==> config.mk <==
export PLATFORM = sky130hd
export DESIGN_NAME = cpc_sqrt_stage
export DESIGN_NICKNAME = d
export VERILOG_FILES = /design/src/hw/rtl/cpc_pkg.sv /design/src/hw/rtl/cpc_sqrt_stage.sv
export SDC_FILE = /design/constraint.sdc
export NUM_CORES = 1
export LEC_CHECK = 0
export ABC_AREA = 1
export BUFFER_PORTS_ARGS = -buffer_cell sky130_fd_sc_hd__clkbuf_2
export CORE_ASPECT_RATIO = 1.4
export CORE_UTILIZATION = 40
export CTS_BUF_LIST = sky130_fd_sc_hd__clkbuf_4 sky130_fd_sc_hd__clkbuf_8
export CTS_CLUSTER_DIAMETER = 30
export CTS_CLUSTER_SIZE = 25
export DETAILED_ROUTE_END_ITERATION = 16
export PLACE_DENSITY_LB_ADDON = 0.12
export SLEW_MARGIN = 20
export SYNTH_ARGS = -nofsm -noshare
export SYNTH_HDL_FRONTEND = slang
export SYNTH_SLANG_ARGS = --single-unit
==> constraint.sdc <==
create_clock -name clk -period 2.5 [get_ports clk]
set_input_delay 0.25 -clock clk [delete_from_list [all_inputs] [get_ports clk]]
set_output_delay 0.25 -clock clk [all_outputs]
set_load 0.02 [all_outputs]
==> src/hw/rtl/cpc_pkg.sv <==
// cpc_pkg: shared types, widths, constants and the arctangent table of the converter
package cpc_pkg;

    localparam int DATA_W   = 24;
    localparam int GUARD    = 8;
    localparam int KINV_W   = 30;
    localparam int XW       = DATA_W + GUARD + 3;
    localparam int ZW       = DATA_W + 2;
    localparam int SQ_W     = 2 * DATA_W;
    localparam int REM_W    = DATA_W + 2;
    localparam int R_W      = XW - GUARD + 1;
    localparam int KPROD_W  = DATA_W + KINV_W;

    localparam logic [KINV_W-1:0] KINV_Q30 = 30'd652032874;

    localparam logic signed [DATA_W-1:0] PI_D      = DATA_W'(longint'(1) <<< (DATA_W - 2));
    localparam logic signed [DATA_W-1:0] HALF_PI_D = DATA_W'(longint'(1) <<< (DATA_W - 3));
    localparam logic signed [DATA_W-1:0] SAT_HI    = DATA_W'((longint'(1) <<< (DATA_W - 1)) - 1);
    localparam logic signed [DATA_W-1:0] SAT_LO    = DATA_W'(-(longint'(1) <<< (DATA_W - 1)));

    // atan(2^-i) with pi = 2^22
    localparam longint ATAN_TAB [32] = '{
        1048576, 619011, 327068, 166025, 83335, 41708, 20859, 10430,
        5215, 2608, 1304, 652, 326, 163, 81, 41,
        20, 10, 5, 3, 1, 1, 0, 0,
        0, 0, 0, 0, 0, 0, 0, 0
    };

    typedef struct packed {
        logic                     req_type;
        logic signed [DATA_W-1:0] in_real;
        logic signed [DATA_W-1:0] in_imag;
        logic        [DATA_W-1:0] in_magnitude;
        logic signed [DATA_W-1:0] in_phase;
    } cpc_req_t;

    typedef struct packed {
        logic        [DATA_W-1:0] out_magnitude;
        logic signed [DATA_W-1:0] out_phase;
        logic signed [DATA_W-1:0] out_real;
        logic signed [DATA_W-1:0] out_imag;
        logic                     saturated;
    } cpc_rsp_t;

    // per-transaction flags that ride alongside the datapath
    typedef struct packed {
        logic to_rect;
        logic flip;
        logic re_neg;
        logic re_zero;
        logic im_pos;
    } cpc_side_t;

    function automatic longint cpc_angle(input int idx);
        longint base;
        base = ATAN_TAB[idx & 31];
        if (DATA_W >= 24)
        begin
            return base <<< (DATA_W - 24);
        end
        else
        begin
            return (base + (longint'(1) <<< (23 - DATA_W))) >>> (24 - DATA_W);
        end
    endfunction

endpackage

==> src/hw/rtl/cpc_sqrt_stage.sv <==
// cpc_sqrt_stage: one registered digit of the restoring integer square root
module cpc_sqrt_stage
    import cpc_pkg::*;
#(
    parameter int IDX = 0
)
(
    input  logic                clk,
    input  logic                en,
    input  logic [SQ_W-1:0]     s_in,
    input  logic [REM_W-1:0]    rem_in,
    input  logic [DATA_W-1:0]   root_in,
    output logic [SQ_W-1:0]     s,
    output logic [REM_W-1:0]    rem,
    output logic [DATA_W-1:0]   root
);

    logic [SQ_W-1:0]    s_next, s_reg;
    logic [REM_W-1:0]   rem_next, rem_reg;
    logic [DATA_W-1:0]  root_next, root_reg;
    logic [REM_W+1:0]   rem_sh, trial, diff;

    always_comb
    begin
        rem_sh = {rem_in, s_in[SQ_W-1 -: 2]};
        trial  = {2'b00, root_in, 2'b01};
        diff   = rem_sh - trial;
        if (IDX >= DATA_W)
        begin
            s_next    = s_in;
            rem_next  = rem_in;
            root_next = root_in;
        end
        else if (rem_sh >= trial)
        begin
            s_next    = s_in << 2;
            rem_next  = diff[REM_W-1:0];
            root_next = {root_in[DATA_W-2:0], 1'b1};
        end
        else
        begin
            s_next    = s_in << 2;
            rem_next  = rem_sh[REM_W-1:0];
            root_next = {root_in[DATA_W-2:0], 1'b0};
        end
    end

    always_ff @(posedge clk)
    begin
        if (en)
        begin
            s_reg    <= s_next;
            rem_reg  <= rem_next;
            root_reg <= root_next;
        end
    end

    assign s    = s_reg;
    assign rem  = rem_reg;
    assign root = root_reg;

endmodule

After elaboration in Yosys (flattened, before gate mapping). Cells that the tools add are included.

Register bits after elaboration: 96. Bits in latches: 0. RAM bits: 0. ROM bits: 0. Input port bits: 100. Output and inout bits: 98. Word-level logic and storage cells: 7. Memories kept: 0.

Add/subtract/negate cells: 1. $mul: 0. Div/mod/pow operators: 0. Magnitude comparators: 1. Equal/unequal tests: 0. Shift operators: 0. Muxes and demuxes: 2. Bitwise operators: 0. Reductions and logical operators: 0.

Operator list (count): $ge A28 B26 Y1 (1); $mux W26 (1); $sub A26 B26 Y26 (1); $mux W1 (1).

Depth between registers and ports, before layout.
Depth in word-level cells: 2. Mapped depth: 14. Mapped depth without buffers: 14.

Least setup slack after synthesis. OpenSTA, ideal clock, no wires.

Path kind: in2reg. Start: input root_in[12]. End: register rem_reg[22], in the netlist rem[22] (data pin). Setup time: 0.253 ns. Arrival: 1.648 ns. Data required time: 2.247 ns. Path slack: 0.598 ns. Stages on the path: 14. Path buffers: 2. Path through: inv_1 > ha_1 > nand2_2 > inv_1 > nand2_1 > nand2_1 > nand2_1 > nand2_1 > a21oi_4 > nand3_2 > buf_6 > buf_6 > nand3_1 > nand2_1.

Longest elaborated chain between the ends: 2. Elaborated cells between the ends (all ways): 3. Those cells by class: add/sub: 1; order compare: 1; mux: 1.

RTL lines: start, declared (RTL line cpc_sqrt_stage.sv:12) `input logic [DATA_W-1:0] root_in,`; $sub A26 B26 Y26 / $ge A28 B26 Y1 (equally long branches) (RTL line cpc_sqrt_stage.sv:27, cpc_sqrt_stage.sv:34); $mux W26 (*) (RTL line cpc_sqrt_stage.sv:34) `else if (rem_sh >= trial)`; net rem_next[22] (RTL line cpc_sqrt_stage.sv:19) `logic [REM_W-1:0] rem_next, rem_reg;`; end signal, assigned (RTL line cpc_sqrt_stage.sv:53) `rem_reg <= rem_next;`; end, declared (RTL line cpc_sqrt_stage.sv:19).

The timed path passes the listed nets; every way through them passes the cells marked *. A chain may end at the register's enable or synchronous reset.

Worst setup path after layout.
Start: input root_in[15]. End: register rem_reg[8], in the netlist rem[8] (data pin).

Longest elaborated chain between the ends: 2.

RTL lines (RTL line): $ge A28 B26 Y1 (cpc_sqrt_stage.sv:34); $mux W26 (cpc_sqrt_stage.sv:34); net rem_next[8] (cpc_sqrt_stage.sv:19).

The timed path passes the listed nets, and every way through them passes these cells.

==> results by stage <==
Cells and area:
- The number of antenna repair diodes is 0.
- The fraction of final layout cells with drive strength greater than 1 is 28.09%.
- The filler-free cell count of the finished design is 961.
- Compared with the post-synthesis result, the final layout area differs by 26.31%.
- The filler cell count in the final layout is 1245.
- Leaving out fill and tap cells, the most frequent cells in the layout are 204 x nand2_1, 194 x clkbuf_2, 126 x inv_1.
- Across the whole layout, storage elements account for between 2000 and 3000 sq um.
- The flip-flop count of the largest register after layout is 46.
- The most frequent standard cell in the layout excluding fill and tap cells is nand2_1.
- After routing the design area is between 6000 and 7000 sq um.
- Measured on the finished design, the core utilization comes to 51.92%.
- The net count of the finished layout is 929.
- The multi-input combinational cells in the finished layout cover a total of 1877 sq um.

Floorplan:
- For this configuration, the core starts out at a cell density of 41.11%.
- During I/O placement, the number of pins put on the boundary was 198.
- The die is 99.22 um wide.
- The initialized floorplan defines 49 standard-cell rows.
- The die area is 13700 sq um.
- The total core area is 12870 sq um.
- In this run the vertical extent of the chip is 138.1 um.

Detailed routing:
- The number of design rule violations left after detail routing is 0.
- Detailed routing inserted a total of about 4500 vias.
- The detailed router finished its first iteration with 180 violations.
- The final wirelength is 13.82 mm.
- The residual antenna-violating net count after detailed routing is 0.
- The first detailed-routing pass ran for 4 iterations.
- Dividing the detail-routed wire length by the instance count gives 14.38 um.
- After detailed routing, the number of vias per cell comes to 4.675.

Min path:
- The worst hold path begins at s_in[31].
- In this run the worst hold path is classified as input port to flop.

Logic synthesis:
- The total standard cell area after synthesis is 5293 sq um.
- The sequential share of the synthesized area is a little over half.
- In this run the mean area of a mapped cell was 8.850 sq um.
- The yosys synthesis warning count is 0.
- Counting flops and latches in the post-synthesis netlist gives 96.
- Counting every instance in the synthesized netlist gives approximately 600.
- The netlist uses 28 different library cells.

Clock network:
- The root buffer cell is clkbuf_8.
- The CTS tree is yes.
- The post-CTS resize count is 0.
- Buffers added to address setup during post-CTS repair amount to 0.
- The number of clock buffers added by TritonCTS is 9.
- The maximum number of buffers from clock root to sink is 2.
- Clock-pin slew was measured on the worst setup and hold paths at 0.11 ns.
- The count of hold-fix buffers inserted at cts is 0.
- The H-tree depth reported by CTS is 3.
- Counting every sink on the clock net gives 96.

Power and ir drop:
- The leakage power total is 3.562 nW.
- Power spread over the standard cell area amounts to 608.2 nW/um^2.
- Overall power consumption after layout is estimated at 4.066 mW.
- The largest voltage drop on the vdd net is roughly 340 uV.

Global routing:
- Global routing used 20.75% of the available tracks across all layers.
- Entering global routing, the biggest net connects 46 pins.
- The number of antenna violations at the first check in global routing is 0.
- The number of global-route vias before repair was 4508.
- The first global-routing pass estimated roughly 22 mm of wire.
- For this run the aggregate overflow at the end of global routing stands at 0.

Critical path:
- The critical path is of the input port to flop type.
- Data on the critical path arrives at its endpoint at 1.95 ns.
- In this run the worst setup path begins at root_in[15].
- The maximum fanout count along the critical path is 20.
- The nature of the critical path startpoint is an input port.
- The worst setup path is captured at a flop.
- At the worst endpoint, the required time is between 2 and 3 ns.

Timing:
- The worst path in the final design needs a cycle of about 1.8 ns, including I/O delays and setup.
- Setup repair after global routing left no endpoint under its margin.
- The worst hold slack is 0.03829 ns.
- The number of hold-slack violations in the final timing report is 0.
- Setup violations remaining at the end of the flow were counted as 0.
- After routing, the total negative slack on setup checks comes to 0 ns.
- The peak clock frequency supported by timing is 546.3 MHz.
- The share of the cycle needed by the critical path after routing is 73.22%.
- The final worst slack is 0.6695 ns.
- The final number of max-transition violations is 0.

Place:
- The HPWL reported at the end of detailed placement is 11.26 mm.
- Once placement finished, the instance area stood at 6475 sq um.
- The placed instance count is roughly 950.
- The routability congestion estimate from global placement is 0.8673.
- The worst-case setup slack after placement is 0.2489 ns.
- During placement, the flow inserted port buffers numbering 195.

Run status:
- The flow ran to the end, and the final reports show no timing, DRC or antenna violations.

Flow run:
- The max capacitance violation total is 0.
-- Yosys cell counts --
cell type / count / area share (%)
a21oi_1: 14 / 1.3
nor2_4: 1 / 0.21
buf_4: 2 / 0.28
a21o_1: 1 / 0.14
nand2_1: 204 / 14
buf_2: 2 / 0.19
o21ai_0: 13 / 1.2
edfxtp_1: 96 / 54
conb_1: 1 / 0.071
nand3b_1: 4 / 0.57
nand3_1: 27 / 2.6
clkbuf_2: 1 / 0.094
xnor2_1: 1 / 0.17
nand3_2: 3 / 0.57
nor3_2: 1 / 0.19
o21bai_1: 3 / 0.43
a21oi_4: 1 / 0.31
xor2_1: 12 / 2.0
and2_1: 1 / 0.12
nand2_2: 2 / 0.24
nor4_1: 1 / 0.12
nor3b_1: 1 / 0.14
buf_6: 2 / 0.43
ha_1: 26 / 6.1
nor2_1: 29 / 2.1
clkbuf_1: 3 / 0.21
nand4_1: 20 / 2.4
inv_1: 126 / 8.9
-- final cells by class --
| cell class | instances | area share (%) |
|---|---|---|
| repair buffers | 203 | 15.72 |
| well taps | 153 | 2.864 |
| clock buffers | 9 | 1.853 |
| inverters | 126 | 7.075 |
| clock inverters | 7 | 1.291 |
| multi-input cells | 367 | 28.07 |
| flip-flops and latches | 96 | 43.12 |
-- critical path, cell delays in order --
cell      delay [ns]
clkbuf_2        0.09
inv_1           0.04
ha_1            0.39
nand2_1         0.16
nor2_1          0.25
nand2_1         0.11
nor2_1          0.14
nand2_2         0.07
nand3_2         0.10
buf_4           0.24
o21ai_0         0.10
-- worst paths after layout --
check | end | slack (ns) | cells past startpoint
min | s[33] | 0.04 | 1
max | rem[8] | 0.67 | 11
-- kinds of logic (layout without fill, tap and decap cells) --
logic type,Yosys count,after routing,synth area share (%)
AND/OR/NAND/NOR,294,294,23.59
other,1,2,0.07085
flip-flops,96,96,54.47
XOR/XNOR,13,13,2.151
buffers and inverters,136,345,10.14
AO/OA/AOI/OAI,32,32,3.428
adder cells (fa/ha/maj),26,26,6.147
-- metal layers --
layer / global-route usage [%] / share of wire (%) / wire, um / vias up
li1: - / - / - / 2319
met1: 22.13 / 38 / 5275 / 2006
met2: 40.17 / 55 / 7588 / 150
met3: 4.348 / 5.2 / 716 / 18
met4: 5.882 / 1.7 / 240 / 0
met5: 0 / 0 / 0 / -
-- power by group --
part           internal [mW]  leakage [nW]  total (mW)  switching [mW]
Clock                  0.401         0.104        1.05           0.644
Sequential              1.96         0.939        2.00          0.0394
Combinational          0.346          2.52        1.02           0.675
Power figures use the tool's default switching activity.
