<file path="src/hw/rtl/cpc_pkg.sv">
// cpc_pkg: shared types, widths, constants and the arctangent table of the converter
package cpc_pkg;

    localparam int DATA_W   = 24;
    localparam int GUARD    = 8;
    localparam int KINV_W   = 30;
    localparam int XW       = DATA_W + GUARD + 3;
    localparam int ZW       = DATA_W + 2;
    localparam int SQ_W     = 2 * DATA_W;
    localparam int REM_W    = DATA_W + 2;
    localparam int R_W      = XW - GUARD + 1;
    localparam int KPROD_W  = DATA_W + KINV_W;

    localparam logic [KINV_W-1:0] KINV_Q30 = 30'd652032874;

    localparam logic signed [DATA_W-1:0] PI_D      = DATA_W'(longint'(1) <<< (DATA_W - 2));
    localparam logic signed [DATA_W-1:0] HALF_PI_D = DATA_W'(longint'(1) <<< (DATA_W - 3));
    localparam logic signed [DATA_W-1:0] SAT_HI    = DATA_W'((longint'(1) <<< (DATA_W - 1)) - 1);
    localparam logic signed [DATA_W-1:0] SAT_LO    = DATA_W'(-(longint'(1) <<< (DATA_W - 1)));

    // atan(2^-i) with pi = 2^22
    localparam longint ATAN_TAB [32] = '{
        1048576, 619011, 327068, 166025, 83335, 41708, 20859, 10430,
        5215, 2608, 1304, 652, 326, 163, 81, 41,
        20, 10, 5, 3, 1, 1, 0, 0,
        0, 0, 0, 0, 0, 0, 0, 0
    };

    typedef struct packed {
        logic                     req_type;
        logic signed [DATA_W-1:0] in_real;
        logic signed [DATA_W-1:0] in_imag;
        logic        [DATA_W-1:0] in_magnitude;
        logic signed [DATA_W-1:0] in_phase;
    } cpc_req_t;

    typedef struct packed {
        logic        [DATA_W-1:0] out_magnitude;
        logic signed [DATA_W-1:0] out_phase;
        logic signed [DATA_W-1:0] out_real;
        logic signed [DATA_W-1:0] out_imag;
        logic                     saturated;
    } cpc_rsp_t;

    // per-transaction flags that ride alongside the datapath
    typedef struct packed {
        logic to_rect;
        logic flip;
        logic re_neg;
        logic re_zero;
        logic im_pos;
    } cpc_side_t;

    function automatic longint cpc_angle(input int idx);
        longint base;
        base = ATAN_TAB[idx & 31];
        if (DATA_W >= 24)
        begin
            return base <<< (DATA_W - 24);
        end
        else
        begin
            return (base + (longint'(1) <<< (23 - DATA_W))) >>> (24 - DATA_W);
        end
    endfunction

endpackage

</file>
<file path="src/hw/rtl/cpc_cordic_stage.sv">
// cpc_cordic_stage: one registered cordic micro-rotation, vectoring or rotation per transaction
module cpc_cordic_stage
    import cpc_pkg::*;
#(
    parameter int IDX    = 0,
    parameter int STAGES = 24
)
(
    input  logic                  clk,
    input  logic                  en,
    input  cpc_side_t             side_in,
    input  logic signed [XW-1:0]  x_in,
    input  logic signed [XW-1:0]  y_in,
    input  logic signed [ZW-1:0]  z_in,
    output cpc_side_t             side,
    output logic signed [XW-1:0]  x,
    output logic signed [XW-1:0]  y,
    output logic signed [ZW-1:0]  z
);

    localparam logic signed [ZW-1:0] ANG = ZW'(cpc_angle(IDX));

    cpc_side_t             side_reg;
    logic signed [XW-1:0]  x_next, x_reg;
    logic signed [XW-1:0]  y_next, y_reg;
    logic signed [ZW-1:0]  z_next, z_reg;
    logic signed [XW-1:0]  xs, ys;
    logic                  pos;

    always_comb
    begin
        xs  = x_in >>> IDX;
        ys  = y_in >>> IDX;
        // rotation steers on the residual angle, vectoring on the sign of y
        pos = side_in.to_rect ? !z_in[ZW-1] : y_in[XW-1];
        if (IDX >= STAGES)
        begin
            x_next = x_in;
            y_next = y_in;
            z_next = z_in;
        end
        else if (pos)
        begin
            x_next = x_in - ys;
            y_next = y_in + xs;
            z_next = z_in - ANG;
        end
        else
        begin
            x_next = x_in + ys;
            y_next = y_in - xs;
            z_next = z_in + ANG;
        end
    end

    always_ff @(posedge clk)
    begin
        if (en)
        begin
            side_reg <= side_in;
            x_reg    <= x_next;
            y_reg    <= y_next;
            z_reg    <= z_next;
        end
    end

    assign side = side_reg;
    assign x    = x_reg;
    assign y    = y_reg;
    assign z    = z_reg;

endmodule

</file>
<file path="config.mk">
export PLATFORM = sky130hd
export DESIGN_NAME = cpc_cordic_stage
export DESIGN_NICKNAME = d
export VERILOG_FILES = /design/src/hw/rtl/cpc_pkg.sv /design/src/hw/rtl/cpc_cordic_stage.sv
export SDC_FILE = /design/constraint.sdc
export NUM_CORES = 1
export LEC_CHECK = 0
export ABC_AREA = 1
export BUFFER_PORTS_ARGS = -buffer_cell sky130_fd_sc_hd__buf_4
export CAP_MARGIN = 20
export CORE_MARGIN = 2
export CORE_UTILIZATION = 52
export DETAILED_ROUTE_END_ITERATION = 6
export GPL_TIMING_DRIVEN = 0
export PLACE_DENSITY = 0.79
export SLEW_MARGIN = 25
export SYNTH_ARGS = -nofsm -noshare
export SYNTH_HDL_FRONTEND = slang
export SYNTH_SLANG_ARGS = --single-unit
</file>
<file path="constraint.sdc">
create_clock -name clk -period 2.2 [get_ports clk]
set_clock_uncertainty 0.2 [all_clocks]
set_input_delay 0.33 -clock clk [delete_from_list [all_inputs] [get_ports clk]]
set_output_delay 0.33 -clock clk [all_outputs]
set_load 0.005 [all_outputs]
</file>
# ---- Word level (Yosys, flattened, before mapping)
# Index checks and enable logic that the tools add are counted.
dict set report classes {
  eq_ne 0
  add_sub_neg 5
  shift 0
  n_mux 4
  n_bitwise 0
  magnitude_cmp 0
  multipliers 0
  reduce_logical 1
  div_mod_pow 0
}
# op count
set op_table {}
lappend op_table {{two-way mux 35 bit} 2}
lappend op_table {{subtractor 35 bit} 2}
lappend op_table {{adder 35 bit} 1}
lappend op_table {{adder 26 x 22 -> 26 bit (second input constant)} 1}
lappend op_table {{two-way mux 26 bit} 1}
lappend op_table {{subtractor 26 x 22 -> 26 bit (second input constant)} 1}
lappend op_table {{logical NOT 1 bit} 1}
lappend op_table {{two-way mux 1 bit} 1}
dict set report word_totals {
  reg_bits 101
  mem_count 0
  out_inout_bits 101
  ram_bits 0
  rom_bits 0
  latch_bits 0
}

# ---- Longest topological paths before layout
dict set report depth {
  word_depth 3
  ltp_mapped 18
  mapped_depth_nobuf 17
}

# ---- Worst setup path before layout
# OpenSTA, ideal clock, no wires.
dict set report synth_path {
  kind {input to register}
  from {input port y_in[34]}
  to {register z_reg[25] (netlist: z[25]) (data pin)}
  n_path_buf 2
  path_slack_ps -238
  cell_stages 11
  setup_time_ps 262
  arrival_ps 1975
  cell_sequence {nor2_1 > a21oi_1 > buf_2 > buf_2 > ha_1 > nand2_1 > nor2_1 > a211oi_1 > o21ai_0 > a21oi_1 > xor2_1}
}
dict set report synth_between {
  elab_chain_len 2
}
# element line
set synth_rtl {}
lappend synth_rtl {{start, declared} cpc_cordic_stage.sv:13} ;# input logic signed [XW-1:0] y_in,
lappend synth_rtl {{two-way mux 1 bit} cpc_cordic_stage.sv:35} ;# pos = side_in.to_rect ? !z_in[ZW-1] : y_in[XW-1];
lappend synth_rtl {{two-way mux 26 bit} cpc_cordic_stage.sv:42} ;# else if (pos)
lappend synth_rtl {{net z_next[25]} cpc_cordic_stage.sv:26} ;# logic signed [ZW-1:0] z_next, z_reg;
lappend synth_rtl {{end signal, assigned} cpc_cordic_stage.sv:63} ;# z_reg <= z_next;
lappend synth_rtl {{end, declared} cpc_cordic_stage.sv:26}
# The timed path passes the listed nets, and every way through them passes these cells.
# A chain may end at the register's enable or synchronous reset.

# ---- Worst setup path in the final report
dict set report layout_path {
  from {input port x_in[18]}
  to {register y_reg[33] (netlist: y[33]) (data pin)}
}
dict set report layout_between {
  elab_chain_len 2
  word_cells_on_any_way 3
  classes_between {2 x add/sub; 1 x mux}
}
# element line
set layout_rtl {}
lappend layout_rtl {{start, declared} cpc_cordic_stage.sv:12} ;# input logic signed [XW-1:0] x_in,
lappend layout_rtl {{subtractor 35 bit / adder 35 bit (equally long branches)} {cpc_cordic_stage.sv:51, cpc_cordic_stage.sv:45}}
lappend layout_rtl {{two-way mux 35 bit *} cpc_cordic_stage.sv:42}
lappend layout_rtl {{net y_next[33]} cpc_cordic_stage.sv:25} ;# logic signed [XW-1:0] y_next, y_reg;
lappend layout_rtl {{end signal, assigned} cpc_cordic_stage.sv:62} ;# y_reg <= y_next;
lappend layout_rtl {{end, declared} cpc_cordic_stage.sv:25}
# The timed path passes the listed nets; every way through them passes the cells marked *.

==> metrics <==
Slew HR=0.298; power density cells=549 nW/µm²; Die ar.=22000 µm²; die width=148 µm; Setup crit start=x_in[18]; filler-free cell count of the finished design=2155; global-route wire length before repair=61.7 mm; # rows=52; Cells after DPL=2076; Ports=204; initial core utilization=0.533; # port buffers=203; drt initial violations=1344; fin. max-slew vios=0; Routed WL=43.1 mm; Leak=0.00721 µW; TritonCTS clock tree=yes; Synth Net Count=1816; CTS sink cnt=100; failing checks=setup timing; gpl congestion=1.01; final hold violations=0; wire length per cell=20.0 µm; DP HPWL=32.4 mm; count of final setup violators=14; post-synthesis cell count=1603; crit-path most repeated cell=nand2_1; critical path class=input pin to flop; commonest cells after routing, fill and taps aside=nand2_1, buf_4, inv_1, nand3_1, edfxtp_1; crit-path cells=buf_4 -> inv_1 -> ha_1 -> buf_4 -> nand2_2 -> nor2_4 -> nand2_2 -> nor2_4 -> nand4_1 -> nor2_2 -> nor2_1 -> nand2_1 -> nand2_1 -> nand3_1 -> nand2_1; CTS clk-pin slew, worst paths=0.08 ns; maximum VDD drop=0.000391 V; Max Clk Rate=435 MHz; post-synthesis instance area=10800 µm²; via density per instance=5.80; htree depth=3; # Max-Cap Violations=0; Core Box Area=20300 µm²; final total power=8150 µW; CTS max path bufs=2; register area share after synthesis=0.278; most common cell after layout, fill and taps aside=nand2_1; Largest register FFs=35; Netlist cell types=48; placed cell areas=12700 µm²; initial antenna violation count=0; actual slew at the worst max-slew pin=1.05 ns; Final ANT Viol Nets=0; critical path depth=15; die height=148 µm; vias in the first global route=11360; RSZ-0062 raised after global routing=true; Avg Cell Area, Syn=6.75 µm²; Main synth FF type=edfxtp_1; final-layout fill cell count=1667; Hold WC Path Type=input pin to flop; #FFs+latches synth=100; crit path buf inv count=3; CTS root buf=clkbuf_16; status=finished with violations; worst endpoint required time=2.12 ns; CP top delay family=simple AND/OR/NAND/NOR gates; CP Capture Point=y[33]$_DFFE_PP_; CP startpoint kind=input pin; DRC=0; Worst setup EP type=flop; Area growth, synth to finish=37.3%; Post-synth EDFFs=100; Total Routing Usage GR=0.367; Async SR Flop Fraction=0; share of layout cells above drive strength 1=0.323; number of nets in the layout=2093; Largest stage delay, worst path=0.26 ns; Crit-path slowest cell=ha_1; Via Count=12494; GR Overflow Total=0; antenna fix cells=0; Final period util=1.04; setup ws final=-0.0982 ns; CP arrival=2.22 ns; CP max FO=9; Final min period=2.30 ns; largest net degree at the start of global routing=101; Initial DRT Pass Iterations=6; TritonCTS Buffers=9; Synth Warn #=0; final instance area=14900 µm²
-- report_power, final --
group	internal (µW)	switching [µW]	total (µW)	leakage, µW
Sequential	2440	85.5	2520	0.000978
Combinational	1470	2330	3810	0.00607
Clock	928	895	1820	0.000159
-- kinds of logic (layout without fill, tap and decap cells) --
family | count (synthesis) | after routing | share of synthesized area
compound gates | 272 | 272 | 0.139
simple gates | 793 | 793 | 0.310
xor+xnor | 34 | 34 | 0.0275
fa+ha+maj | 110 | 110 | 0.130
flops | 100 | 100 | 0.278
buf+inv | 290 | 572 | 0.112
mux | 4 | 4 | 0.00370
-- metal layers --
metal  part of all wire  wire [µm]  track usage  up-vias
met4              0.033       1440        0.107        0
met1               0.40      17400        0.505     5807
met3               0.11       4800       0.0669      122
li1                   -          -            -     5747
met2               0.45      19500        0.592      818
met5                  0          0            0        -
-- synthesized netlist by cell type (2+ instances only) --
| cell | n | area, µm² |
|---|---|---|
| a31oi_1 | 5 | 31.3 |
| buf_4 | 23 | 173 |
| nand4_1 | 10 | 62.6 |
| o21ai_0 | 79 | 395 |
| inv_2 | 9 | 33.8 |
| o211ai_1 | 2 | 15.0 |
| o21ai_1 | 10 | 50.1 |
| ha_1 | 106 | 1330 |
| a21boi_1 | 2 | 15.0 |
| mux2i_1 | 4 | 40.0 |
| xor2_1 | 33 | 289 |
| nor2_2 | 11 | 68.8 |
| buf_2 | 10 | 50.1 |
| nor3_1 | 13 | 65.1 |
| a21oi_2 | 2 | 17.5 |
| buf_6 | 3 | 33.8 |
| buf_1 | 3 | 11.3 |
| nand2_1 | 446 | 1670 |
| o22ai_1 | 2 | 12.5 |
| nor3_2 | 4 | 40.0 |
| nand3_1 | 142 | 711 |
| clkbuf_1 | 5 | 18.8 |
| a21o_1 | 4 | 30.0 |
| o21bai_1 | 23 | 173 |
| nand2_2 | 7 | 43.8 |
| nor2_4 | 3 | 33.8 |
| edfxtp_1 | 100 | 3000 |
| o21ai_2 | 4 | 35.0 |
| a21boi_0 | 3 | 22.5 |
| nor2_1 | 144 | 541 |
| and2_1 | 3 | 18.8 |
| nor4_2 | 2 | 25.0 |
| or2_2 | 3 | 18.8 |
| a21oi_1 | 130 | 651 |
| fa_1 | 4 | 80.1 |
| inv_1 | 236 | 886 |
| o211ai_2 | 2 | 25.0 |
-- through the flow --
stage	TNS, ns	util	setup WS, ns	hold slack (ns)
after global routing	-2.64	0.732	-0.172	0.0767
after floorplan	0	-	0.00855	0.229
after CTS	-0.0374	0.676	-0.0259	0.0674
after detailed placement	-29.84	0.627	-0.797	0.309
final	-0.442	0.732	-0.0982	0.0764
after global placement	-28.98	0.626	-0.745	0.308
-- layout make-up --
| type | instances | area (µm²) | area share |
|---|---|---|---|
| sequential | 100 | 3000 | 0.202 |
| clock buffer | 9 | 225 | 0.0152 |
| clock inverter | 7 | 97.6 | 0.00657 |
| inverter | 246 | 965 | 0.0650 |
| multi-input combinational | 1213 | 7770 | 0.523 |
| timing repair buffer | 266 | 2070 | 0.139 |
| tap | 270 | 338 | 0.0227 |
| buffer | 44 | 385 | 0.0259 |
-- worst min-delay path by stage --
stage,start,to,slack (ns),depth (start not counted)
after floorplan,side_in[0],side[0]$_DFFE_PP_,0.23,0
after global placement,z_in[5],z[5]$_DFFE_PP_,0.31,1
after detailed placement,z_in[2],z[2]$_DFFE_PP_,0.31,1
after CTS,z_in[20],z[20]$_DFFE_PP_,0.07,2
after global routing,z_in[20],z[20]$_DFFE_PP_,0.08,2
final,z_in[20],z[20]$_DFFE_PP_,0.08,2
-- what timing repair did --
item | 4_1_cts | 5_1_grt
endpoints found under the setup margin | 51 | 53
setup buffers | 10 | 27
cloned | 0 | 1
hold buffers | 25 | 0
endpoints found under the hold margin | 25 | 0
pin swaps | 15 | 33
resized for setup | 120 | 260
Power figures use the tool's default switching activity.
