File: src/hw/rtl/cpc_pkg.sv
// cpc_pkg: shared types, widths, constants and the arctangent table of the converter
package cpc_pkg;

    localparam int DATA_W   = 24;
    localparam int GUARD    = 8;
    localparam int KINV_W   = 30;
    localparam int XW       = DATA_W + GUARD + 3;
    localparam int ZW       = DATA_W + 2;
    localparam int SQ_W     = 2 * DATA_W;
    localparam int REM_W    = DATA_W + 2;
    localparam int R_W      = XW - GUARD + 1;
    localparam int KPROD_W  = DATA_W + KINV_W;

    localparam logic [KINV_W-1:0] KINV_Q30 = 30'd652032874;

    localparam logic signed [DATA_W-1:0] PI_D      = DATA_W'(longint'(1) <<< (DATA_W - 2));
    localparam logic signed [DATA_W-1:0] HALF_PI_D = DATA_W'(longint'(1) <<< (DATA_W - 3));
    localparam logic signed [DATA_W-1:0] SAT_HI    = DATA_W'((longint'(1) <<< (DATA_W - 1)) - 1);
    localparam logic signed [DATA_W-1:0] SAT_LO    = DATA_W'(-(longint'(1) <<< (DATA_W - 1)));

    // atan(2^-i) with pi = 2^22
    localparam longint ATAN_TAB [32] = '{
        1048576, 619011, 327068, 166025, 83335, 41708, 20859, 10430,
        5215, 2608, 1304, 652, 326, 163, 81, 41,
        20, 10, 5, 3, 1, 1, 0, 0,
        0, 0, 0, 0, 0, 0, 0, 0
    };

    typedef struct packed {
        logic                     req_type;
        logic signed [DATA_W-1:0] in_real;
        logic signed [DATA_W-1:0] in_imag;
        logic        [DATA_W-1:0] in_magnitude;
        logic signed [DATA_W-1:0] in_phase;
    } cpc_req_t;

    typedef struct packed {
        logic        [DATA_W-1:0] out_magnitude;
        logic signed [DATA_W-1:0] out_phase;
        logic signed [DATA_W-1:0] out_real;
        logic signed [DATA_W-1:0] out_imag;
        logic                     saturated;
    } cpc_rsp_t;

    // per-transaction flags that ride alongside the datapath
    typedef struct packed {
        logic to_rect;
        logic flip;
        logic re_neg;
        logic re_zero;
        logic im_pos;
    } cpc_side_t;

    function automatic longint cpc_angle(input int idx);
        longint base;
        base = ATAN_TAB[idx & 31];
        if (DATA_W >= 24)
        begin
            return base <<< (DATA_W - 24);
        end
        else
        begin
            return (base + (longint'(1) <<< (23 - DATA_W))) >>> (24 - DATA_W);
        end
    endfunction

endpackage

File: src/hw/rtl/cpc_prep.sv
// cpc_prep: two input stages with the squares, inverse-gain product, folding and start values
module cpc_prep
    import cpc_pkg::*;
(
    input  logic                    clk,
    input  logic                    en_a,
    input  logic                    en_b,
    input  cpc_req_t                req,
    output cpc_side_t               side,
    output logic signed [XW-1:0]    x,
    output logic signed [XW-1:0]    y,
    output logic signed [ZW-1:0]    z,
    output logic        [SQ_W-1:0]  sq
);

    cpc_side_t                   side_a_next, side_a_reg;
    logic signed [XW-1:0]        vx_a_next, vx_a_reg;
    logic signed [XW-1:0]        vy_a_next, vy_a_reg;
    logic signed [ZW-1:0]        z_a_next, z_a_reg;
    logic signed [SQ_W-1:0]      sq_re_a_next, sq_im_a_next;
    logic        [SQ_W-1:0]      sq_re_a_reg, sq_im_a_reg;
    logic        [KPROD_W-1:0]   kprod_a_next, kprod_a_reg;

    cpc_side_t                   side_b_reg;
    logic signed [XW-1:0]        x_b_next, x_b_reg;
    logic signed [XW-1:0]        y_b_next, y_b_reg;
    logic signed [ZW-1:0]        z_b_next, z_b_reg;
    logic        [SQ_W-1:0]      sq_b_next, sq_b_reg;

    logic signed [XW-1:0]        re_w, im_w;
    logic signed [DATA_W-2:0]    ph_fold;
    logic signed [DATA_W-1:0]    ph_w;

    always_comb
    begin
        re_w = XW'(req.in_real);
        im_w = XW'(req.in_imag);

        side_a_next.to_rect = req.req_type;
        side_a_next.re_neg  = req.in_real[DATA_W-1];
        side_a_next.re_zero = (req.in_real == '0);
        side_a_next.im_pos  = !req.in_imag[DATA_W-1] && (req.in_imag != '0);

        // left half plane is mirrored into the right before vectoring
        if (req.in_real[DATA_W-1])
        begin
            vx_a_next = (-re_w) <<< GUARD;
            vy_a_next = (-im_w) <<< GUARD;
        end
        else
        begin
            vx_a_next = re_w <<< GUARD;
            vy_a_next = im_w <<< GUARD;
        end

        sq_re_a_next = req.in_real * req.in_real;
        sq_im_a_next = req.in_imag * req.in_imag;
        kprod_a_next = req.in_magnitude * KINV_Q30;

        // phase wraps modulo 2 pi, then folds into the right half plane
        ph_fold = $signed(req.in_phase[DATA_W-2:0]);
        ph_w    = DATA_W'(ph_fold);
        if (ph_w > HALF_PI_D)
        begin
            z_a_next         = ZW'(ph_w - PI_D);
            side_a_next.flip = 1'b1;
        end
        else if (ph_w < -HALF_PI_D)
        begin
            z_a_next         = ZW'(ph_w + PI_D);
            side_a_next.flip = 1'b1;
        end
        else
        begin
            z_a_next         = ZW'(ph_w);
            side_a_next.flip = 1'b0;
        end
    end

    always_ff @(posedge clk)
    begin
        if (en_a)
        begin
            side_a_reg  <= side_a_next;
            vx_a_reg    <= vx_a_next;
            vy_a_reg    <= vy_a_next;
            z_a_reg     <= z_a_next;
            sq_re_a_reg <= $unsigned(sq_re_a_next);
            sq_im_a_reg <= $unsigned(sq_im_a_next);
            kprod_a_reg <= kprod_a_next;
        end
    end

    always_comb
    begin
        sq_b_next = sq_re_a_reg + sq_im_a_reg;
        if (side_a_reg.to_rect)
        begin
            x_b_next = XW'(kprod_a_reg >> (KINV_W - GUARD));
            y_b_next = '0;
            z_b_next = z_a_reg;
        end
        else
        begin
            x_b_next = vx_a_reg;
            y_b_next = vy_a_reg;
            z_b_next = '0;
        end
    end

    always_ff @(posedge clk)
    begin
        if (en_b)
        begin
            side_b_reg <= side_a_reg;
            x_b_reg    <= x_b_next;
            y_b_reg    <= y_b_next;
            z_b_reg    <= z_b_next;
            sq_b_reg   <= sq_b_next;
        end
    end

    assign side = side_b_reg;
    assign x    = x_b_reg;
    assign y    = y_b_reg;
    assign z    = z_b_reg;
    assign sq   = sq_b_reg;

endmodule

File: config.mk
export PLATFORM = sky130hd
export DESIGN_NAME = cpc_prep
export DESIGN_NICKNAME = d
export VERILOG_FILES = /design/src/hw/rtl/cpc_pkg.sv /design/src/hw/rtl/cpc_prep.sv
export SDC_FILE = /design/constraint.sdc
export NUM_CORES = 2
export LEC_CHECK = 0
export BUFFER_PORTS_ARGS = -buffer_cell sky130_fd_sc_hd__buf_2
export CORE_UTILIZATION = 29
export DETAILED_ROUTE_END_ITERATION = 10
export GPL_TIMING_DRIVEN = 0
export MAX_ROUTING_LAYER = met4
export PLACE_DENSITY = 0.44
export SLEW_MARGIN = 20
export SYNTH_ARGS = -nofsm -noshare
export SYNTH_HDL_FRONTEND = slang
export SYNTH_SLANG_ARGS = --single-unit
File: constraint.sdc
create_clock -name clk -period 10.5 [get_ports clk]
set_input_delay 1.575 -clock clk [delete_from_list [all_inputs] [get_ports clk]]
set_output_delay 1.575 -clock clk [all_outputs]
set_load 0.05 [all_outputs]
## Word level (Yosys, flattened, before mapping)

Cells that the tools add are included.

- Register bits: 399
- Bits of input ports: 100
- Output and inout port bits: 149
- Logic and storage cells: 42

- $add $sub $neg: 5
- Multipliers: 3
- Magnitude comparators: 2
- Multiplexer cells: 6
- Reduce and logical (&&, ||, !) cells: 4

Operators with widths:

| operator | number |
|---|---|
| $mul A24 B24 Y48 | 2 |
| $neg A24 Y27 | 2 |
| $mul A24 B29 Y53 const B | 1 |
| $mux W26 | 2 |
| $add A48 B48 Y48 | 1 |
| $mux W35 | 1 |
| $mux W32 | 1 |
| $mux W31 | 1 |
| $add A23 B24 Y25 const B | 1 |
| $sub A23 B24 Y25 const B | 1 |
| $logic_not A24 Y1 | 1 |
| $reduce_bool A24 Y1 | 1 |
| $gt A23 B23 Y1 const B | 1 |
| $lt A23 B22 Y1 const B | 1 |
| $logic_and A1 B1 Y1 | 1 |
| $logic_not A1 Y1 | 1 |
| $mux W1 | 1 |

## Depth between registers and ports, before layout

- Word-level depth: 3
- Depth in mapped cells: 28
- Gate-level depth less buffers: 25

## Worst setup path after synthesis

No wires, ideal clock.

- Path kind: in2reg
- Start: in req[95] in the netlist's numbering
- End: reg sq_re_a_reg[46], data pin
- Library setup time: 0.265 ns
- Data arrival time: 8.131 ns
- Data required time: 10.235 ns
- Path slack: 2.104 ns
- Stages on the path: 24
- Buffers on the path: 2
- Cell sequence: clkbuf_1 > clkbuf_1 > nand2_1 > inv_1 > fa_1 > fa_1 > inv_1 > fa_1 > inv_1 > fa_1 > fa_1 > fa_1 > inv_1 > fa_1 > inv_1 > ha_1 > nand3_1 > nor3_1 > nand3_1 > a31o_2 > a311oi_2 > a21oi_1 > and3_1 > or3_1

- Word-level cells in the longest chain between the ends: 1

Ends and longest elaborated chain:

| item | RTL line | text |
|---|---|---|
| start: declaration | cpc_prep.sv:8 | `input cpc_req_t req,` |
| $mul A24 B24 Y48 | cpc_prep.sv:56 | `sq_re_a_next = req.in_real * req.in_real;` |
| via sq_re_a_next[46] | cpc_prep.sv:20 | `logic signed [SQ_W-1:0] sq_re_a_next, sq_im_a_next;` |
| end signal: assignment | cpc_prep.sv:88 | `sq_re_a_reg <= $unsigned(sq_re_a_next);` |
| end: declaration | cpc_prep.sv:21 | `logic [SQ_W-1:0] sq_re_a_reg, sq_im_a_reg;` |

The timed path passes the listed nets, and every way through them passes these cells.
A chain may end at the register's enable or synchronous reset.

## Worst setup path after layout

- Start: in req[85] in the netlist's numbering
- End: reg sq_re_a_reg[45], data pin

The elaborated chain is that of the path after synthesis.

==> insert_results.sql <==
INSERT INTO impl_metrics (metric_group, metric, value, unit) VALUES
('clocking', 'tritoncts_clock_tree', 'done', ''),
('sta', 'maxClockFrequency', '0.0964', 'GHz'),
('routing', 'detail_route.wirelength', '200000', 'µm'),
('sta', 'maxSlewHeadroom', '21.4', '%'),
('routing', 'vias_per_cell', '4.48', ''),
('layout', 'largest_register_ff_count', '48', ''),
('global_route', 'pin_count_of_the_biggest_net_entering_global_routing', '93', ''),
('placement', 'place.detailed.hpwl', '171000', 'µm'),
('die', 'core-area', '220000', 'µm²'),
('sta', 'setup_repair_after_global_routing_missed_its_margin', 'no', ''),
('clocking', 'cts.sink_count', '346', ''),
('routing', 'dr_total_vias', '42500', ''),
('layout', 'leading_cell_types_in_the_layout_fill_and_taps_excluded', 'inv_1 (1800), fa_1 (1411), ha_1 (571)', ''),
('synth', 'yosysSeqAreaShare', '16.2', '%'),
('critical_path', 'timing.critical_path.fanout_max', '10', ''),
('synth', 'syn_area_per_cell', '10.4', 'µm²'),
('routing', 'drt-initial-drc-count', '2586', ''),
('die', 'dieHeight', '473', 'µm'),
('routing', 'drcViolationCount', '0', ''),
('hold_path', 'min-delay-path-class', 'flop to flop', ''),
('sta', 'final_period_minus_worst_setup_slack', '10.38', 'ns'),
('critical_path', 'criticalPathCategory', 'input port to flop', ''),
('sta', 'fin_crit_sh', '98.8', '%'),
('global_route', 'grt.overflow.total', '0', ''),
('sta', 'setup_viol_count_final', '0', ''),
('sta', 'clock_skew_after_layout', '0.0636', 'ns'),
('critical_path', 'worst_setup_path_start_kind', 'input port', ''),
('critical_path', 'r2r_setup_slack', '6.23', 'ns'),
('die', 'number_of_i_o_pins', '249', ''),
('sta', 'finalSetupTns', '0', 'ns'),
('placement', 'placement_setup_slack', '-1.12', 'ns'),
('die', 'std_cell_rows', '172', ''),
('synth', 'count_of_flip_flops_with_a_built_in_enable_after_synthesis', '346', ''),
('synth', 'synthesis.area', '64300', 'µm²'),
('synth', 'syn-instance-count', '6183', ''),
('layout', 'final.fill_count', '22900', ''),
('clocking', 'cts-hold-fix-buffers', '0', ''),
('status', 'status', 'finished clean', ''),
('layout', 'layout-area-overhead-vs-synth', '10.7', '%'),
('routing', 'routedWlPerCell', '21.0', 'µm'),
('global_route', 'first_pass_grt_wire_length', '304000', 'µm'),
('die', 'die-area', '224000', 'µm²'),
('hold_path', 'hold_path.startpoint', 'side_a_reg[2]', ''),
('critical_path', 'critPathArrivalTime', '10.78', 'ns'),
('synth', 'synth.ff_latch_count', '346', ''),
('clocking', 'clockRootBuffer', 'clkbuf_16', ''),
('clocking', 'clkSlewWorstSetupHoldPaths', '0.06', 'ns'),
('synth', 'synth_cell_type_count', '74', ''),
('die', 'floorplan.initialDensity', '29.2', '%'),
('synth', 'yosys_most_used_dff', 'edfxtp_1', ''),
('clocking', 'htree_num_levels', '2', ''),
('critical_path', 'worst_r2r_endpoint', 'sq[44]', ''),
('critical_path', 'r2r_start', 'sq_im_a_reg[3]', ''),
('critical_path', 'critPathRequiredTime', '10.90', 'ns'),
('sta', 'timing.final.ws_setup', '0.122', 'ns'),
('sta', 'worstMarginPinSlew', '1.18', 'ns'),
('critical_path', 'cp_capture_type', 'flop', ''),
('placement', 'finalWeightedCongestion', '0.943', ''),
('clocking', 'cts_buffers', '47', ''),
('hold_path', 'worst_hold_endpoint', 'side[2]', ''),
('layout', 'finalCoreUtilization', '32.4', '%'),
('clocking', 'clk_latency', '0.67', 'ns'),
('sta', 'maxSlewViolCount', '0', ''),
('placement', 'portBuffers', '231', ''),
('synth', 'asyncSetResetFlopFracSynth', '0', '%'),
('synth', 'yosys_warnings', '0', ''),
('global_route', 'grt_antenna_before_repair', '23', ''),
('layout', 'share_of_layout_cells_above_drive_strength_1', '6.14', '%'),
('critical_path', 'reg2reg_depth', '10', ''),
('sta', 'whs', '0.419', 'ns'),
('global_route', 'grt_util_all_layers', '19.1', '%'),
('sta', 'timing.final.hold_violations', '0', ''),
('routing', 'firstDrtPassIters', '5', ''),
('global_route', 'grt_pass1_vias', '47200', ''),
('layout', 'final_net_count', '8555', ''),
('routing', 'antenna_left', '0', ''),
('layout', 'most_common_library_cell_in_the_layout_ignoring_fill_and_taps', 'inv_1', ''),
('die', 'die_span_in_x', '473', 'µm'),
('hold_path', 'hold-path-cell-count', '0', ''),
('run', 'maxCapViolations', '0', ''),
('clocking', 'clock_tree.buffer_depth', '3', '');
layout make-up:
type                    count  area [µm²]  share of cell area [%]
clock buffers              55        1230                    1.72
plain buffers             175         732                    1.03
well taps                2958        3700                    5.20
clock inverters            33         531                   0.745
inverters                1800        6760                    9.49
multi-input cells        3866       46500                    65.3
diodes                     20        50.0                  0.0703
flip-flops and latches    346       10400                    14.6
repair buffers            237        1320                    1.86
routing by layer:
layer  vias up  global-route usage, %  part of all wire (%)
li1      19200                      -                     -
met1     22100                   25.0                    44
met2       971                   31.3                    49
met3       169                   2.48                   4.7
met4         0                   4.32                   2.4
met5         -                      -                     0
worst max-delay path by stage:
stage	from	to	cells after the start
after global placement	req[95]	sq_re_a_reg[46]	25
after CTS	req[71]	sq_im_a_reg[45]	25
final	req[85]	sq_re_a_reg[45]	25
after global routing	req[85]	sq_re_a_reg[45]	26
after detailed placement	req[48]	sq_im_a_reg[47]	25
after floorplan	req[95]	sq_re_a_reg[46]	24
cells in the mapped netlist (8+ instances only):
master    instances  area, µm²
o211ai_1         10       75.1
nand3_1          44        220
o31ai_1          19        143
or3_1            11       68.8
and3_1           28        175
o21bai_1         20        150
o21ai_0          82        410
nor3_1           38        190
nor4_1           18        113
a211o_1           8       70.1
nand2_1         469       1760
mux2_2           26        293
nor2_1          132        495
a211oi_1         15        113
xnor2_1         165       1450
buf_1            10       37.5
clkbuf_1        159        597
a21oi_1         150        751
a31oi_1          18        113
a21o_1           73        548
o21a_1           21        158
fa_1           1411      28200
inv_1          1800       6760
ha_1            571       7140
and2_1          218       1360
nand2b_1         31        194
edfxtp_1        346      10400
nor2b_1          84        526
buf_4            10       75.1
xor2_1           60        526
nand4_1          18        113
logic make-up after synthesis:
family	count (synthesis)	share of synthesized area, %
mux	29	0.502
flops	346	16.2
xor+xnor	225	3.06
buf+inv	1981	11.6
simple gates	1120	8.48
compound gates	499	5.13
fa+ha+maj	1982	55.0
other cells	1	0.00583
repair_timing:
| item | 4_1_cts | 5_1_grt |
|---|---|---|
| setup endpoints to repair | 5 | 8 |
| resized for setup | 2 | 27 |
| buffers inserted | 0 | 0 |
critical path: stages:
cell and delay, ns:
buf_2 0.20, clkbuf_1 0.67, clkbuf_1 0.93, nand2_1 0.23
fa_1 0.59, fa_1 0.50, inv_1 0.05, fa_1 0.56
inv_1 0.06, fa_1 0.50, inv_1 0.05, fa_1 0.45
fa_1 0.51, inv_1 0.05, fa_1 0.48, inv_1 0.04
ha_1 0.40, nand4_1 0.34, or3_1 0.45, o21bai_1 0.55
o22ai_1 0.39, o31a_1 0.43, o21ai_1 0.38, nor4_1 0.09
a211o_1 0.29
stage by stage:
stage,area (µm²),std cells
after floorplan,64400,6193
after global placement,69200,9382
after detailed placement,69400,9388
after CTS,71100,9474
after global routing,71200,9481
final,71200,9490
Power is not shown: default switching activity piles up to over one toggle a cycle in this logic, so the estimate is an artifact.
